===== src/sv/bads_pkg.sv =====
`timescale 1ns / 1ps
`default_nettype none
// ----------------------------------------------------------------------------
// Box average downscaler package
// Shared constants, register indexes and the flag set that travels with each
// block column update from the front end to the back end.
// ----------------------------------------------------------------------------
package bads_pkg;

   localparam int MAX_WIDTH_DEF  = 4096;
   localparam int MAX_FACTOR_DEF = 16;
   localparam int HEIGHT_LIMIT   = 4096;

   localparam int PIX_W  = 8;
   localparam int ZOOM_W = 5;
   localparam int DIM_W  = 13;
   localparam int ROW_W  = 15;
   localparam int CSR_W  = 2;

   localparam int FIFO_DEPTH = 4;

   typedef enum logic [CSR_W-1:0] {
      CSR_ZOOM   = 2'd0,
      CSR_WIDTH  = 2'd1,
      CSR_HEIGHT = 2'd2
   } bads_csr_type;

   typedef struct packed {
      logic first_row;
      logic last_row;
      logic row_end;
      logic frame_end;
   } bads_flags_type;

endpackage
`default_nettype wire


===== src/sv/bads_fifo.sv =====
`timescale 1ns / 1ps
`default_nettype none
// ----------------------------------------------------------------------------
// Box average downscaler update queue
// Short show-ahead queue that decouples the front end from the back end.
// ----------------------------------------------------------------------------
module bads_fifo #(
   parameter int DATA_W = 32
) (
   input  wire logic              clock,
   input  wire logic              reset,
   input  wire logic              push,
   input  wire logic [DATA_W-1:0] push_data,
   output logic                   full,
   input  wire logic              pop,
   output logic [DATA_W-1:0]      pop_data,
   output logic                   empty
);

   localparam int DEPTH = bads_pkg::FIFO_DEPTH;
   localparam int PW    = $clog2(DEPTH);
   localparam int NW    = $clog2(DEPTH + 1);

   logic [DATA_W-1:0] data_ff [DEPTH];
   logic [PW-1:0]     wr_ptr_ff, wr_ptr_in;
   logic [PW-1:0]     rd_ptr_ff, rd_ptr_in;
   logic [NW-1:0]     count_ff, count_in;

   always_comb begin
      full      = (count_ff == NW'(DEPTH));
      empty     = (count_ff == '0);
      pop_data  = data_ff[rd_ptr_ff];
      wr_ptr_in = push ? wr_ptr_ff + PW'(1) : wr_ptr_ff;
      rd_ptr_in = pop ? rd_ptr_ff + PW'(1) : rd_ptr_ff;
      count_in  = count_ff + NW'(push) - NW'(pop);
   end

   always_ff @(posedge clock) begin
      if (reset) begin
         wr_ptr_ff <= '0;
         rd_ptr_ff <= '0;
         count_ff  <= '0;
      end else begin
         wr_ptr_ff <= wr_ptr_in;
         rd_ptr_ff <= rd_ptr_in;
         count_ff  <= count_in;
      end
   end

   always_ff @(posedge clock) begin
      if (push) begin
         data_ff[wr_ptr_ff] <= push_data;
      end
   end

   a_no_push_full: assert property (@(posedge clock) disable iff (reset) push |-> !full)
      else $error("Update queue written while full.");
   a_no_pop_empty: assert property (@(posedge clock) disable iff (reset) pop |-> !empty)
      else $error("Update queue read while empty.");

endmodule
`default_nettype wire


===== config.mk =====
export PLATFORM = sky130hd
export DESIGN_NAME = bads_fifo
export DESIGN_NICKNAME = d
export VERILOG_FILES = /design/src/sv/bads_pkg.sv /design/src/sv/bads_fifo.sv
export SDC_FILE = /design/constraint.sdc
export NUM_CORES = 1
export LEC_CHECK = 0
export ABC_AREA = 1
export BUFFER_PORTS_ARGS = -buffer_cell sky130_fd_sc_hd__buf_2
export CORE_MARGIN = 2
export CORE_UTILIZATION = 40
export CTS_CLUSTER_DIAMETER = 50
export DETAILED_ROUTE_END_ITERATION = 8
export SYNTH_ARGS = -nofsm -noshare
export SYNTH_HDL_FRONTEND = slang
export SYNTH_SLANG_ARGS = --single-unit
export TNS_END_PERCENT = 20

===== constraint.sdc =====
create_clock -name clock -period 3.6 [get_ports clock]
set_input_delay 0 -clock clock [delete_from_list [all_inputs] [get_ports clock]]
set_output_delay 0 -clock clock [all_outputs]
set_load 0.005 [all_outputs]

==> impl_metrics.json <==
{
  "worst_clock_skew_ns": 0.00630,
  "route.detailed.drc": 0,
  "placed_area_um2": 5940,
  "clockBufferDepth": 2,
  "rsz0062_at_grt": "no",
  "die_h_um": 121,
  "start_util_pct": 41.3,
  "grt_pass1_wl_um": 16200,
  "core_area_um2": 13300,
  "hold_path_class": "in2reg",
  "area.growth.synth_to_final_pct": 23.6,
  "worstPathCellList": "o21ai_0 -> nand2_1 -> buf_2",
  "post-route-min-period_ns": 2.12,
  "cap_violations": 0,
  "cts.htree.levels": 4,
  "num_rows": 42,
  "path_clk_slew_ns": 0.05,
  "synth_nets": 473,
  "drt-met1-wl_um": 4610,
  "gr-usage-all-layers_pct": 14.7,
  "maxSlewViolCount": 0,
  "min_period_over_period_pct": 58.9,
  "hold_viol": 0,
  "cp_max_fo": 128,
  "drive_gt1_share_pct": 18.4,
  "rr_startpoint": "wr_ptr_ff[0]$_SDFFE_PP0P_",
  "fin_hold_ws_ns": 0.314,
  "route.vias.total": 3308,
  "dr.pass1.iters": 4,
  "cp_slowest_cell": "dfxtp_4",
  "gr-total-overflow": 0,
  "synth_cell_type_count": 17,
  "grt_max_degree": 129,
  "hold_path_depth": 3,
  "critPathCaptureType": "primary output",
  "cts_tree": "built",
  "ys_seq_area_share_pct": 73.0,
  "dp_slack_ns": 1.87,
  "finalWeightedCongestion": 0.719,
  "ant_nets": 0,
  "hold_path_end": "count_ff[0]$_SDFF_PP0_",
  "cpPeakStageDelay_ns": 1.11,
  "final_area_um2": 6810,
  "yosysWarnings": 0,
  "relSlewSlack_pct": 21.6,
  "outcome": "finished, final reports clean",
  "setup_viol": 0,
  "min_from": "reset",
  "insertedDiodeCount": 0,
  "fmax_mhz": 472,
  "syn_inst": 430,
  "worstSetupPathType": "reg2out",
  "power_density_nw_per_um2": 547,
  "r2r_slack_ns": 1.89,
  "die_area_um2": 14700,
  "crit_arrival_ns": 2.12,
  "nets": 580,
  "worst_pin_slew_ns": 1.18,
  "clk_latency_ns": 0.41,
  "cp_num_buf_inv": 1,
  "antenna_found_initial": 0,
  "clock-sinks": 137,
  "route.met2.wl_um": 4770,
  "portBuffers": 69,
  "critPathRequiredTime_ns": 3.60,
  "avgViaCountPerCell": 4.56,
  "cts-resized-gates": 0,
  "wire_per_inst_um": 13.8,
  "drt-total-wl_um": 10000,
  "clockRootBuffer": "clkbuf_16",
  "synth.cell_area_um2": 5510,
  "numCtsBuffers": 17,
  "max-vdd-ir-drop_mv": 0.286,
  "reg2reg_depth": 5,
  "crit_family": "flip-flops",
  "postSynthAreaPerCell_um2": 12.8,
  "fp.dieW_um": 121,
  "cts_setup_buffers": 0,
  "drt-initial-drc-count": 265,
  "startpoint_type": "flop",
  "first_global_vias": 3255,
  "ys_ff_latch": 137,
  "worst_slack_ns": 1.48,
  "reg2reg_to": "data_ff[2][28]$_DFFE_PP_",
  "leakagePower_nw": 2.71,
  "hpwl_um": 5920,
  "ios": 70,
  "wl_met3_um": 548,
  "fin_tns_setup_ns": 0,
  "cts_hold_buf": 35,
  "highest_layer": "met4"
}
-- registers in the layout, summed over array words and instances (netlist names), named ones only --
name,cells
rd_ptr_ff,2
data_ff,128
count_ff,3
wr_ptr_ff,2
-- routing by layer --
layer / vias up / global-route usage (%)
met1: 1540 / 18.0
met4: 0 / 6.25
met5: - / 0
met2: 71 / 23.4
li1: 1690 / -
met3: 7 / 5.55
-- worst max-delay path by stage --
stage	endpoint	slack, ns	cells after the start
5_1_grt	pop_data[17]	1.27	4
4_1_cts	pop_data[10]	1.44	4
2_1_floorplan	data_ff[2][0]$_DFFE_PP_	1.99	4
3_5_place_dp	data_ff[2][18]$_DFFE_PP_	1.87	5
3_3_place_gp	data_ff[2][25]$_DFFE_PP_	1.93	5
6_report	pop_data[16]	1.48	3
-- synthesized netlist by cell type --
master / number / share of area [%]
buf_4: 2 / 0.27
edfxtp_1: 128 / 70
nand3_1: 1 / 0.091
a21oi_1: 38 / 3.5
o21ai_1: 8 / 0.73
nor3_1: 1 / 0.091
inv_1: 81 / 5.5
buf_6: 7 / 1.4
buf_2: 9 / 0.82
fa_1: 1 / 0.36
o211ai_1: 32 / 4.4
nor2_1: 4 / 0.27
clkbuf_8: 3 / 0.75
o21ai_0: 28 / 2.5
dfxtp_1: 9 / 3.3
nand2_1: 72 / 4.9
ha_1: 6 / 1.4
-- worst reg2reg max path: stages, from the launching register on --
cell and delay, ns:
dfxtp_1 0.36, inv_1 0.10, ha_1 0.20, nand2_1 0.07, clkinv_1 0.29, buf_4 0.39
-- placed cells by master, fill, tap and decap left out, types with 4 or more instances in the layout --
cell           instances
edfxtp_1             128
inv_1                 77
nand2_1               72
buf_2                 69
a21oi_1               38
dlygate4sd3_1         35
o211ai_1              32
o21ai_0               28
clkbuf_16             17
o21ai_1                8
clkinv_1               7
dfxtp_1                7
ha_1                   6
clkinv_2               6
buf_4                  5
nor2_1                 4
clkbuf_1               4
-- power by group --
| part | switching [W] | internal, W | leakage (nW) |
|---|---|---|---|
| registers | 0.0000552 | 0.00182 | 1.25 |
| logic | 0.000176 | 0.000140 | 1.19 |
| clock network | 0.000595 | 0.000934 | 0.261 |
| total | 0.000826 | 0.00290 | 2.71 |
-- final cells by class --
type	count	area, um^2
well taps	176	220
flip-flops and latches	137	4030
clock inverters	11	80.1
repair buffers	109	733
multi-input cells	191	1000
fillers	1176	6540
inverters	81	304
clock buffers	21	440
-- kinds of logic after synthesis --
group	synth area share (%)
AO/OA/AOI/OAI	11.1
adder cells (fa/ha/maj)	1.73
buffers and inverters	8.79
flip-flops	73.0
AND/OR/NAND/NOR	5.36
-- through the flow --
| step | utilization (%) | instances | power (W) |
|---|---|---|---|
| global route | 51.0 | 726 | 0.00389 |
| detailed placement | 44.5 | 659 | 0.00220 |
| CTS | 51.0 | 726 | 0.00377 |
| global placement | 44.5 | 659 | 0.00219 |
| floorplan | - | 430 | 0.00207 |
| finish | 51.0 | 726 | 0.00372 |
Note: power is estimated with default switching activity, not from simulation.
